`config.mk`:
```
export PLATFORM = sky130hd
export DESIGN_NAME = ism_lattice_mem
export DESIGN_NICKNAME = d
export VERILOG_FILES = /design/src/sv/ism_lattice_mem.sv
export SDC_FILE = /design/constraint.sdc
export NUM_CORES = 2
export LEC_CHECK = 0
export BUFFER_PORTS_ARGS = -buffer_cell sky130_fd_sc_hd__buf_4
export CAP_MARGIN = 20
export CELL_PAD_IN_SITES_DETAIL_PLACEMENT = 1
export CELL_PAD_IN_SITES_GLOBAL_PLACEMENT = 2
export CORE_UTILIZATION = 35
export DETAILED_ROUTE_END_ITERATION = 6
export PLACE_DENSITY = 0.65
export REMOVE_ABC_BUFFERS = 1
export SLEW_MARGIN = 0
export SYNTH_ARGS = -nofsm -noshare
export SYNTH_HDL_FRONTEND = slang
export SYNTH_SLANG_ARGS = --single-unit
```
`constraint.sdc`:
```
create_clock -name clk -period 6.3 [get_ports clk]
set_input_delay 1.26 -clock clk [delete_from_list [all_inputs] [get_ports clk]]
set_output_delay 1.26 -clock clk [all_outputs]
set_load 0.01 [all_outputs]
```
`src/sv/ism_lattice_mem.sv`:
```
// lattice row store: one write port, two read ports with registered read data
module ism_lattice_mem #(
	parameter int DEPTH = 64,
	parameter int WIDTH = 64
) (
	input  logic                     clk,
	input  logic                     we,
	input  logic [$clog2(DEPTH)-1:0] waddr,
	input  logic [WIDTH-1:0]         wdata,
	input  logic                     re0,
	input  logic [$clog2(DEPTH)-1:0] raddr0,
	output logic [WIDTH-1:0]         rdata0,
	input  logic                     re1,
	input  logic [$clog2(DEPTH)-1:0] raddr1,
	output logic [WIDTH-1:0]         rdata1
);

	logic [WIDTH-1:0] mem [DEPTH];

	always_ff @(posedge clk) begin
		if (we) begin
			mem[waddr] <= wdata;
		end
	end

	always_ff @(posedge clk) begin
		if (re0) begin
			rdata0 <= mem[raddr0];
		end
		if (re1) begin
			rdata1 <= mem[raddr1];
		end
	end

endmodule

```
==> impl_metrics.ini <==
[drt]
first_iter_violations = 14900
wl_mm = 711
detail_route.vias_per_cell = 6.49
vias = 109000
first_pass_iters = 5
wire_per_inst_um = 42.5
drc = 0
final_antenna_net_count = 0

[timing]
period_share_pct = 66.2
fin_ws_ns = 2.13
hold_viol = 0
fmax_ghz = 0.240
tightest_slew_ns = 1.26
setup_viol = 0
rsz0062_at_grt = false
maxSlewViolCount = 0
slew_headroom_pct = 15.7
holdWs_ns = 0.740
post-route-min-period_ns = 4.17
fin_worst_skew_ns = 0.0371

[floorplanning]
num_rows = 269
ios = 214
die-width_um = 737
die_y_um = 737
core_area_um2 = 538000
start_util_pct = 35.2
dieArea_um2 = 543000

[synth]
yosys_warnings = 0
synth_area_um2 = 189000
synth_most_common_cell = edfxtp_1
synth_seq_cells = 4224
yosys.area.top_type_share_pct = 67.1
postSynthAreaPerCell_um2 = 21.4
ys_top_cells_by_area = edfxtp_1, mux4_2, o22ai_1
ys.flop_type = edfxtp_1
synthesis.instances = 8841
ys_seq_area_share_pct = 67.1
yosysTopAreaCell = edfxtp_1
synthArstFlopShare_pct = 0
synth_edf_count = 4224
synth_cell_type_count = 41
synth_common_cells = edfxtp_1, mux4_2, o22ai_1

[setup_path]
cp_max_fo = 32
cp-end-kind = flip-flop
critical_path_class = in -> reg
arrival_ns = 5.07
crit_required_ns = 7.20
critPathLaunchType = input pin

[cells_and_area]
drive_gt1_share_pct = 35.5
nNetsFinal = 9251
fin_cells = 16700
syn_to_final_growth_pct = 14.0

[place]
io_buffers = 213
gp_congestion = 0.807
post-place-ws_ns = 1.26
place.detailed.hpwl_mm = 407
dp_cells = 15900

[grt]
grt_pass1_wl_mm = 964
grt_overflow_total = 0
antenna_found_initial = 52
track_usage_pct = 25.7
grt_use_met1_pct = 34.0
top_usage_layer = met2
use_met3_pct = 4.78
grt_pass1_vias = 113000
grt_max_degree = 127
grtUsageMet2_pct = 42.0

[power_and_ir_drop]
peakVddDrop_mv = 0.231
p_leak_nw = 65.6
powerDensity_nw_per_um2 = 292
power_mw = 62.9

[clock_network]
cts_hold_buf = 0
path_clk_slew_ns = 0.06
cts_resized = 0
clock_latency_ns = 1.04
clkSinkCount = 4224
htree_levels = 5
cts_root_buf = clkbuf_16
cts_max_path_buffers = 4
cts_buffers = 452
post-cts-setup-buffers = 0
cts_tree = built

[outcome]
status = completed

[worst_hold_path]
hp-class = in -> reg

[flow_run]
drv_cap = 0
worst max-delay path, cell delays in order:
cell     delay [ns]
buf_4          0.60
inv_4          0.38
nand2_4        0.55
buf_4          0.82
o22ai_1        0.20
nor4_1         0.85
o22a_1         0.23
cell families after synthesis:
group / after synthesis / synth area share, %
buffers and inverters: 743 / 2.03
DFF: 4224 / 67.1
AOI/OAI and AO/OA: 1247 / 4.77
and+or+nand+nor: 418 / 1.07
muxes: 2209 / 25.0
worst paths after layout:
kind / endpoint / startpoint / slack, ns / depth (start not counted)
setup / recovery: rdata1[29] / raddr1[4] / 2.13 / 7
hold / removal: rdata1[12] / re1 / 0.74 / 1
setup reg to reg: rdata0[57] / mem[10][57] / 3.99 / 4
hold reg to reg: rdata1[57] / mem[50][57] / 0.95 / 4
sequential cells by signal, indices dropped and copies added, names as in the netlist:
signal  cells
mem      4096
rdata0     64
rdata1     64
area by class of cell:
| type | count | area, µm² |
|---|---|---|
| Clock buffer | 546 | 11800 |
| Multi-Input combinational cell | 3874 | 59100 |
| Clock inverter | 285 | 2520 |
| Timing Repair Buffer | 612 | 6230 |
| Antenna cell | 19 | 47.5 |
| Sequential cell | 4224 | 127000 |
| Fill cell | 50400 | 322000 |
| Inverter | 1 | 6.26 |
| Tap cell | 7181 | 8980 |
power breakdown:
group	internal [mW]	switching, mW	leakage (nW)
Combinational	1.95	3.06	20.5
Sequential	31.2	0.213	38.1
Clock	14.9	11.6	7.00
routing by layer:
layer	vias up	share of wire, %
met5	-	0.016
met4	18	4.6
met3	1426	9.2
met2	6325	48
met1	60400	38
li1	40500	-
layout by cell type (no fill, tap or decap), types with 79 or more instances in the layout:
cell type,Yosys,routed
buf_4,140,476
buf_12,0,124
clkinv_2,0,81
a221oi_1,134,134
clkinv_1,0,132
clkbuf_1,296,88
a21oi_1,128,128
o22ai_1,533,533
mux4_2,2016,2016
a22o_1,136,136
clkbuf_16,0,458
edfxtp_1,4224,4224
mux2i_1,177,177
a211oi_1,79,79
nor2_1,164,98
per-stage QoR:
stage	setup TNS (ns)	utilization [%]	instance area, µm²
6_report	0	40.1	216000
5_1_grt	0	40.1	216000
4_1_cts	0	40.1	215000
3_5_place_dp	0	37.4	201000
3_3_place_gp	0	37.4	201000
2_1_floorplan	-43.15	-	185000
(Power assumes the default switching activity.)
