--- src/sv/ism_pkg.sv ---
// shared types and constants for the ising metropolis site update block
package ism_pkg;

	localparam int DEF_ROWS  = 64;
	localparam int DEF_COLS  = 64;
	localparam int ROW_W     = 6;
	localparam int COL_W     = 6;
	localparam int RND_W     = 11;
	localparam int THR_W     = 12;
	localparam int THR_N     = 5;
	localparam int TBL_W     = THR_W * THR_N;
	localparam int MOM_W     = 14;
	localparam int BOND_W    = 16;
	localparam int CFG_IDX_W = 1;

	localparam logic FUNC_STEP  = 1'b0;
	localparam logic FUNC_WRITE = 1'b1;

	localparam logic [CFG_IDX_W-1:0] REG_ACCEPT_UP   = 1'd0;
	localparam logic [CFG_IDX_W-1:0] REG_ACCEPT_DOWN = 1'd1;

	typedef enum logic [1:0] {
		S_CLEAR,
		S_IDLE,
		S_READ,
		S_EXEC
	} state_t;

	// site spin and its four neighbours, 1 = +1
	typedef struct packed {
		logic s;
		logic up;
		logic dn;
		logic lf;
		logic rt;
	} nbr_t;

	typedef struct packed {
		logic                     flip;
		logic                     flipped;
		logic                     spin_new;
		logic signed [MOM_W-1:0]  moment_next;
		logic signed [BOND_W-1:0] bond_next;
	} dec_t;

endpackage

--- src/sv/ism_flip_calc.sv ---
// flip decision from the acceptance tables and update of the running totals
module ism_flip_calc (
	input  logic                           func,
	input  logic                           spin_value,
	input  logic [ism_pkg::RND_W-1:0]      random_fraction,
	input  logic [ism_pkg::TBL_W-1:0]      accept_spin_up,
	input  logic [ism_pkg::TBL_W-1:0]      accept_spin_down,
	input  ism_pkg::nbr_t                  nbr,
	input  logic signed [ism_pkg::MOM_W-1:0]  moment_cur,
	input  logic signed [ism_pkg::BOND_W-1:0] bond_cur,
	output ism_pkg::dec_t                  dec
);
	import ism_pkg::*;

	logic [TBL_W-1:0]      tbl;
	logic [THR_W-1:0]      thr_fld [THR_N];
	logic [2:0]            ones;
	logic [THR_W-1:0]      thr;
	logic signed [BOND_W-1:0] nsum;
	logic signed [BOND_W-1:0] bond_delta;

	assign tbl = nbr.s ? accept_spin_up : accept_spin_down;

	for (genvar k = 0; k < THR_N; k++) begin : g_fld
		assign thr_fld[k] = tbl[k*THR_W +: THR_W];
	end

	// table index (n+4)/2 is the count of up neighbours
	assign ones = 3'(nbr.up) + 3'(nbr.dn) + 3'(nbr.lf) + 3'(nbr.rt);
	assign thr  = thr_fld[ones];

	assign nsum       = BOND_W'({ones, 1'b0}) - BOND_W'(4);
	assign bond_delta = nsum <<< 2;

	always_comb begin
		dec = '0;
		if (func == FUNC_WRITE) begin
			dec.flip    = (nbr.s != spin_value);
			dec.flipped = 1'b0;
		end else begin
			dec.flip    = ({1'b0, random_fraction} < thr);
			dec.flipped = dec.flip;
		end
		dec.spin_new    = nbr.s ^ dec.flip;
		dec.moment_next = moment_cur;
		dec.bond_next   = bond_cur;
		if (dec.flip) begin
			if (nbr.s) begin
				dec.moment_next = moment_cur - MOM_W'(2);
				dec.bond_next   = bond_cur - bond_delta;
			end else begin
				dec.moment_next = moment_cur + MOM_W'(2);
				dec.bond_next   = bond_cur + bond_delta;
			end
		end
	end

endmodule

--- config.mk ---
export PLATFORM = sky130hd
export DESIGN_NAME = ism_flip_calc
export DESIGN_NICKNAME = d
export VERILOG_FILES = /design/src/sv/ism_pkg.sv /design/src/sv/ism_flip_calc.sv
export SDC_FILE = /design/constraint.sdc
export NUM_CORES = 1
export LEC_CHECK = 0
export ABC_AREA = 1
export BUFFER_PORTS_ARGS = -buffer_cell sky130_fd_sc_hd__buf_2
export CAP_MARGIN = 20
export CORE_MARGIN = 10
export CORE_UTILIZATION = 45
export DETAILED_ROUTE_END_ITERATION = 10
export PLACE_DENSITY = 0.85
export SETUP_SLACK_MARGIN = 0.15
export SLEW_MARGIN = 20
export SYNTH_ARGS = -nofsm -noshare
export SYNTH_HDL_FRONTEND = slang
export SYNTH_SLANG_ARGS = --single-unit
--- constraint.sdc ---
create_clock -name vclk -period 6.56
set_clock_uncertainty 0.2 [all_clocks]
set_input_delay 0.984 -clock vclk [all_inputs]
set_output_delay 0.984 -clock vclk [all_outputs]
set_load 0.02 [all_outputs]
==> results of run 1 <==
==> metal layers <==
layer,up-vias,part of all wire [%]
li1,2110,-
met1,1884,38
met2,176,51
met3,24,9.1
met4,0,2.3
met5,-,0
==> power by group <==
group | switching, mW | leakage, nW | internal (mW) | total, mW
clock network | 0 | 0 | 0 | 0
logic | 0.394 | 2.28 | 0.243 | 0.637
registers | 0 | 0 | 0 | 0
total | 0.394 | 2.28 | 0.243 | 0.637
==> Yosys cell counts (5+ instances only) <==
master,n,area share [%]
a21oi_1,34,5.5
buf_1,5,0.61
buf_2,6,0.98
buf_4,8,2.0
clkbuf_1,8,0.98
ha_1,37,15
inv_1,40,4.9
mux2i_1,6,2.0
nand2_1,149,18
nand3_1,33,5.4
nand3_2,20,6.5
nand4_1,7,1.4
nor2_1,39,4.8
o21ai_0,44,7.2
o221ai_1,8,2.3
o22ai_1,9,1.8
xnor2_1,8,2.3
xor2_1,16,4.6
==> cell type report <==
| class | instances | area share [%] |
|---|---|---|
| timing repair buffer | 198 | 25.3 |
| tap | 80 | 2.52 |
| inverter | 44 | 4.16 |
| multi-input combinational | 444 | 68.0 |
==> path summary, 6_finish.rpt <==
path | slack (ns) | depth (start not counted) | to | from
worst max-delay path | 0.66 | 20 | dec[8] | nbr[0]
worst min-delay path | 1.77 | 0 | dec[0] | bond_cur[0]
==> metrics by stage <==
stage	cells	setup slack [ns]
3_3_place_gp	766	0.773
6_report	766	0.662
5_1_grt	766	0.266
2_1_floorplan	519	0.776
4_1_cts	766	0.665
3_5_place_dp	766	0.699
==> kinds of logic (layout without fill, tap and decap cells) <==
logic type | after synthesis | in the layout | synth area share, %
multiplexers | 6 | 6 | 1.96
buffers and inverters | 75 | 242 | 11.9
XOR/XNOR | 24 | 24 | 6.85
AND/OR/NAND/NOR | 256 | 256 | 38.7
adder cells (fa/ha/maj) | 41 | 41 | 17.7
AO/OA/AOI/OAI | 117 | 117 | 22.9
==> critical path: cells and delay by family <==
family,cells,cell delay [ns]
fa+ha+maj,4,1.58
simple gates,6,0.55
buf+inv,5,1.02
compound gates,5,0.57
==> impl_results.md, run 1 <==
- Largest net degree at the start of global routing: 79
- Status: finished clean
- Most frequent cells in the layout: buf_2, nand2_1, o21ai_0, inv_1, nor2_1
- Syn_nets: 728
- GRT Overall Usage: 21.7%
- Least-Margin Pin Slew: 0.921 ns
- Peak VDD IR: 54.6 uV
- Crit-path slowest cell: ha_1
- Die area: around 11000 um^2
- First-pass GRT wire length: around 19000 um
- Worst path required time: 5.38 ns
- Max incr delay on CP: 0.53 ns
- PnR Total Power: 0.637 mW
- Final Max Slew Viols: 0
- Antenna fix cells: 0
- Post-CTS Hold Fix Bufs: 0
- HPWL after DPL: 10300 um
- Minimum clock period: 5.90 ns
- I/O pins: 201
- Tcrit/Tclk final: about 90%
- Routed vias: 4194
- I/O Buffers: roughly 190
- Design Area, Final: 3970 um^2
- Antenna-violating nets left: 0
- Final net count: 897
- Worst-path cell chain: buf_2 -> fa_1 -> ha_1 -> ha_1 -> inv_1 -> o221ai_1 -> o21ai_0 -> o22ai_1 -> inv_1 -> ha_1 -> nand2_1 -> a21oi_1 -> a211oi_1 -> nor2_1 -> nor2_1 -> nand2_2 -> buf_4 -> nand3_1 -> nand2_1 -> buf_2
- Crit path max fanout: 28
- Sequential cell area: 0 um^2
- DRC: 0
- Commonest non-fill, non-tap cell in the layout: buf_2
- Clock buffers: 0
- HP Class: in -> out
- Drt pass-1 iters: 5
- Final Hold Slack: ~1.8 ns
- Setup tns final: 0 ns
- Utilization after layout: 59.1%
- Setup Crit Path Kind: in -> out
- GR Util met1: 23.6%
- Final hold viol count: 0
- Area after DPL: 3970 um^2
- Die Height: 103 um
- CP Capture Type: output port
- Routed WL per cell: between 15 and 20 um
- CP most frequent cell: ha_1
- Vias in the first global route: 4196
- Share of layout cells above drive strength 1: 33.5%
- RSZ-0062 raised after global routing: no
- Slew HR: between 30% and 40%
- Sequential area share after synthesis: 0%
- Post-DR vias/cell: 5.48
- Multi-input combinational cell area: 2700 um^2
- WP data arrival: 4.71 ns
- FMAX: about 170 MHz
- Cell Area, Synth: approximately 3100 um^2
- Final wirelength: 12100 um
- Setup violations, final: 0
- Post-Synthesis Cells: 519
- Die width: 103 um
- Seq Cell Count: 0
- Unique masters post-synth: 41
- Row Count: 30
- Overflow left after global routing: 0
- Grt peak-use layer: met2
- Met3 usage in global routing: between 5 and 6%
- Max Cap Viol: 0
- Starting Density: a little under half
- Met2 Resource Use GR: 40.3%
- Leakage power total: 2.28 nW
- P&R area growth vs syn: 29.4%
- Filler cells: ~700
- Iter 0 DRT Violations: 176
- Startpoint class of the critical path: primary input
- GP Congestion: 0.933
- CTS resizes: 0
- Core Area: 6720 um^2
- Post-Syn Area per Cell: 5.91 um^2
- Pwr dens: about 160 nW/um^2
- Antenna violations before repair: 0
- Synth warnings: 0
- Postcts setup bufs: 0
Power figures use the tool's default switching activity.
==> run 2: changes to the inputs <==
CORE_UTILIZATION = 41   (was 45)
PLACE_DENSITY = 0.81   (was 0.85)
clock period = 5.31 ns   (was 6.56 ns; I/O delays follow)
==> run 2 against run 1 <==
Wire length up 15%. Clock-buffer cell count stayed put. Global-route usage decreased by 1.6 points. Utilization is 4.5 points higher. Critical endpoint is now dec[4]. Total power up 60%.
==> impl_results.md, run 2 (same netlist as run 1, synthesis figures left out) <==
- Status: finished clean
- Iter 0 DRT Violations: ~180
- GRT Overall Usage: between 20 and 25%
- Final wirelength: about 14000 um
- Die Height: ~110 um
- Starting Density: between 40 and 50%
- Clock buffers: 0
- CP most frequent cell: ha_4
- Peak VDD IR: between 60 and 70 uV
- Sequential cell area: 0 um^2
- Core Area: 7250 um^2
- Die width: approximately 110 um
- Row Count: 31
- I/O Buffers: 193
- Routed WL per cell: about 17 um
- WP data arrival: 4.10 ns
- Hold depth: 0
- Antenna violations before repair: 0
- DRC: 0
- HPWL after DPL: 11000 um
- Final Max Slew Viols: 0
- Share of layout cells above drive strength 1: a little over 40%
- Vias in the first global route: 4332
- Commonest non-fill, non-tap cell in the layout: buf_2
- Routed vias: 4405
- Post-DR vias/cell: 5.45
- Hold_sp: bond_cur[2]
- Setup tns final: 0 ns
- Largest net degree at the start of global routing: 79
- Multi-input combinational cell area: 2980 um^2
- Seq Cell Count: 0
- Most frequent cells in the layout: buf_2, nand2_1, o21ai_0, inv_1, nor2_1
- Worst path required time: 4.31 ns
- First-pass GRT wire length: 19700 um
- Final hold viol count: 0
- Minimum clock period: 5.09 ns
- Die area: approximately 11000 um^2
- CP Capture Type: output port
- FMAX: approximately 200 MHz
- Filler cells: 704
- HP Class: in -> out
- Final net count: 919
- Setup Crit Path Kind: in -> out
- Max incr delay on CP: around 0.60 ns
- Startpoint class of the critical path: primary input
- RSZ-0062 raised after global routing: yes
- Worst-path cell chain: buf_6 -> fa_2 -> ha_4 -> ha_4 -> buf_6 -> nor2_4 -> nand2_4 -> buf_4 -> o21ai_1 -> inv_1 -> ha_4 -> nand2_1 -> inv_2 -> nand4_4 -> nor2_2 -> nand2_2 -> nand2_8 -> buf_12 -> nand3_1 -> nand2_1 -> buf_2
- Max Cap Viol: 0
- Slew HR: 68.3%
- Crit path max fanout: 7
- GP Congestion: between 0.9 and 1
- I/O pins: about 200
- Leakage power total: 2.48 nW
- P&R area growth vs syn: 50.4%
- Overflow left after global routing: 0
- Antenna-violating nets left: 0
- Crit-path slowest cell: fa_2
- Least-Margin Pin Slew: 0.472 ns
- Setup violations, final: 0
- Tcrit/Tclk final: 95.9%
- Hold Path End: dec[2]
- Post-CTS Hold Fix Bufs: 0
- Final Hold Slack: 1.39 ns
- Pwr dens: 221 nW/um^2
- Drt pass-1 iters: 4
-- run 2: changes by cell type in the layout (fill, tap and decap cells not counted), sizes merged --
cell,before,now
buf,198,216
clkbuf,0,2
nand2,151,153
diode,0,1
-- run 2: critical path, delay by kind of cell --
| family | cells | cell delay [ns] |
|---|---|---|
| adders and majority gates | 4 | 1.23 |
| and+or+nand+nor | 9 | 1.06 |
| buffers and inverters | 7 | 0.87 |
| AOI/OAI and AO/OA | 1 | 0.12 |
-- run 2: report_power, final --
part / total [mW] / switching [mW] / internal, mW
clock network: 0.0000000252 / 0 / 0.0000000252
logic: 1.02 / 0.582 / 0.437
registers: 0 / 0 / 0
-- run 2: layout make-up --
type	count	area share, %
repair buffers	218	29.0
inverters	44	3.74
multi-input cells	446	64.6
diodes	1	0.0542
well taps	99	2.69
-- run 2: worst max-delay path by stage --
stage	startpoint	to	slack [ns]	cells after the start
after global placement	nbr[0]	dec[3]	0.11	20
after CTS	nbr[0]	dec[3]	0.16	20
after detailed placement	nbr[0]	dec[3]	0.09	20
after floorplan	nbr[0]	dec[12]	0.20	17
after global routing	nbr[3]	dec[4]	0.08	21
final	nbr[3]	dec[4]	0.22	21
-- run 2: repair_timing --
action                                  4_1_cts  5_1_grt
gates resized for setup                       3       90
gates cloned                                  0        6
pin swaps                                     0       27
buffers inserted                              0        5
endpoints found under the setup margin       27       29
-- run 2: metal layers --
| layer | vias up | part of all wire (%) | global-route usage [%] |
|---|---|---|---|
| li1 | 2157 | - | - |
| met1 | 2018 | 36 | 21.3 |
| met2 | 206 | 52 | 38.0 |
| met3 | 24 | 9.5 | 6.22 |
| met4 | 0 | 2.4 | 4.45 |
| met5 | - | 0 | 0 |
-- run 2: metrics by stage --
step | utilization, % | worst slack (ns) | cells | power (mW) | cell area, um^2
floorplan | - | 0.200 | 519 | 0.579 | 3080
global placement | 56.7 | 0.111 | 796 | 0.807 | 4120
detailed placement | 56.7 | 0.0868 | 796 | 0.826 | 4120
CTS | 56.9 | 0.162 | 796 | 0.832 | 4130
global route | 63.6 | 0.0803 | 807 | 1.11 | 4610
finish | 63.6 | 0.216 | 808 | 1.02 | 4610
==> run 3: changes to the inputs <==
ABC_AREA = default   (was 1)
CORE_UTILIZATION = 39   (was 41)
PLACE_DENSITY = 0.77   (was 0.81)
==> run 3 against run 2 <==
The run now ends with setup timing left. Fmax down 6.1%. Wire length down 6.2%. Critical path depth down 2. Combinational power up 13%. Flip-flop and latch count unchanged. Synthesized cell count down 35%. Hold slack unchanged. Non-clock buffer count up 33. Setup slack worse by 0.33 ns. Die area down 4.2%. Largest power group unchanged.
==> impl_results.md, run 3 <==
- Status: complete, but fails checks
- Failing checks: setup timing
- Tcrit/Tclk final: 102%
- Row Count: 30
- Final Max Slew Viols: 0
- Most common cell in the netlist: ha_1
- Drt pass-1 iters: 4
- Final wirelength: 13100 um
- Peak VDD IR: 212 uV
- Post-Syn Area per Cell: roughly 8.3 um^2
- Worst-path cell chain: buf_6 -> fa_1 -> ha_4 -> buf_12 -> buf_16 -> mux4_2 -> a22oi_2 -> a2bb2oi_2 -> ha_2 -> or4_4 -> a21oi_2 -> o211ai_1 -> a22oi_2 -> buf_6 -> o31ai_4 -> buf_6 -> buf_8 -> o31ai_4 -> buf_6
- Synth warnings: 0
- Startpoint class of the critical path: primary input
- Least-Margin Pin Slew: about 0.61 ns
- Filler cells: approximately 550
- Hold_sp: bond_cur[0]
- Die area: approximately 11000 um^2
- Minimum clock period: 5.43 ns
- First-pass GRT wire length: around 20000 um
- Area after DPL: roughly 4300 um^2
- CP most frequent cell: buf_6
- Crit path max fanout: 6
- Largest area contributor in the netlist: mux4_2
- GP Congestion: about 0.93
- Core Area: just under 7000 um^2
- Sequential cell area: 0 um^2
- Hold depth: 0
- GRT Overall Usage: 22.0%
- Worst path required time: 4.31 ns
- DRC: 0
- Post-DR vias/cell: 5.51
- Antenna violations before repair: 1
- Final hold viol count: 0
- CP Capture Type: output port
- Routed vias: 3654
- Setup Crit Path Kind: in -> out
- Most frequent cells in the layout: buf_2, buf_4, ha_1, buf_6, nand2_1
- Final net count: a little under 800
- Vias in the first global route: 3859
- Multi-input combinational cell area: between 3000 and 4000 um^2
- Post-CTS Hold Fix Bufs: 0
- Setup violations, final: 22
- FMAX: approximately 180 MHz
- Final Hold Slack: 1.39 ns
- Setup tns final: -1.36 ns
- Hold Path End: dec[0]
- Seq Cell Count: 0
- P&R area growth vs syn: 77.8%
- Routed WL per cell: 19.7 um
- Syn_nets: 544
- Post-Synthesis Cells: 335
- Crit-path slowest cell: fa_1
- Design Area, Final: 4920 um^2
- WP data arrival: 4.43 ns
- Largest net degree at the start of global routing: 20
- Max incr delay on CP: 0.59 ns
- HP Class: in -> out
- Synth area leaders: mux4_2, ha_1, o21ai_0
- Iter 0 DRT Violations: 90
- Overflow left after global routing: 0
- Die Height: around 100 um
- Commonest cells in the synthesized netlist: ha_1, o21ai_0, nand2_1, a21oi_1, mux4_2
- Starting Density: between 40% and 50%
- Share of layout cells above drive strength 1: 65.0%
- Max Cap Viol: 0
- Leakage power total: 2.30 nW
- Die width: around 100 um
- HPWL after DPL: 10800 um
- Pwr dens: 234 nW/um^2
- I/O pins: 201
- Sequential area share after synthesis: 0%
- Pre-CTS WS: -0.550 ns
- Setup ws final: -0.118 ns
- Unique masters post-synth: between 40 and 50
- PnR Total Power: 1.15 mW
- Clock buffers: 0
- RSZ-0062 raised after global routing: yes
- Cell Area, Synth: 2770 um^2
- Share of the synthesized area in the top cell type: 18.7%
- Commonest non-fill, non-tap cell in the layout: buf_2
- I/O Buffers: 193
- Antenna-violating nets left: 0
- Slew HR: 59.6%
[run 3: cell types whose count changed in the layout (fill, tap and decap cells not counted), sizes merged, moves of 10 or more]
cell,delta
a21oi,-11
nand3,-51
a2bb2oi,+10
mux2,+15
nand2,-121
buf,+34
nor2,-27
mux4,+23
nand2b,+10
o21ai,-11
a22oi,+11
inv,-29
[run 3: how the worst max path moves through the flow]
stage	endpoint	from	slack (ns)
6_report	dec[7]	nbr[0]	-0.12
5_1_grt	dec[7]	nbr[0]	-0.27
4_1_cts	dec[27]	nbr[3]	-0.10
3_5_place_dp	dec[27]	nbr[0]	-0.55
2_1_floorplan	dec[15]	nbr[0]	0.01
3_3_place_gp	dec[27]	nbr[0]	-0.47
[run 3: per-layer routing]
metal | share of wire, % | track usage [%] | wire, um
met3 | 3.2 | 2.04 | 420
met2 | 55 | 42.1 | 7160
met5 | 0 | 0 | 0
met1 | 41 | 26.6 | 5400
met4 | 0.76 | 1.69 | 100
[run 3: cell type report]
type	count	area share (%)
antenna	1	0.0508
inverter	15	1.14
multi-input combinational	300	62.8
tap	96	2.44
timing repair buffer	251	33.6
[run 3: stage by stage]
| stage | util [%] | std cells |
|---|---|---|
| 5_1_grt | 72.1 | 663 |
| 3_3_place_gp | 62.8 | 649 |
| 3_5_place_dp | 62.8 | 649 |
| 2_1_floorplan | - | 335 |
| 4_1_cts | 68.6 | 657 |
| 6_report | 72.1 | 663 |
[run 3: critical path: cells and delay by family]
kind	cells	cell delay, ns
muxes	1	0.24
and+or+nand+nor	1	0.51
AOI/OAI and AO/OA	7	0.92
adders and majority gates	3	1.01
buffers and inverters	7	0.93
[run 3: repair_timing]
action                                  4_1_cts  5_1_grt
endpoints found under the setup margin       29       29
pin swaps                                    32       26
cloned                                        2        2
resized for setup                            76       43
buffers inserted                              6        3
[run 3: logic make-up (layout without fill, tap and decap cells)]
kind of cell / count (synthesis) / count (layout) / share of synthesized area, %
AOI/OAI and AO/OA: 119 / 120 / 28.7
adders and majority gates: 41 / 41 / 19.6
xor gates and xnor gates: 19 / 19 / 6.01
other: 0 / 1 / 0
muxes: 41 / 41 / 25.9
and+or+nand+nor: 78 / 79 / 13.3
buffers and inverters: 37 / 266 / 6.46
[run 3: power by group]
part	total [mW]	internal, mW	switching, mW
sequential	0	0	0
combinational	1.15	0.595	0.556
clock	0.0000000252	0.0000000252	0
total	1.15	0.595	0.556
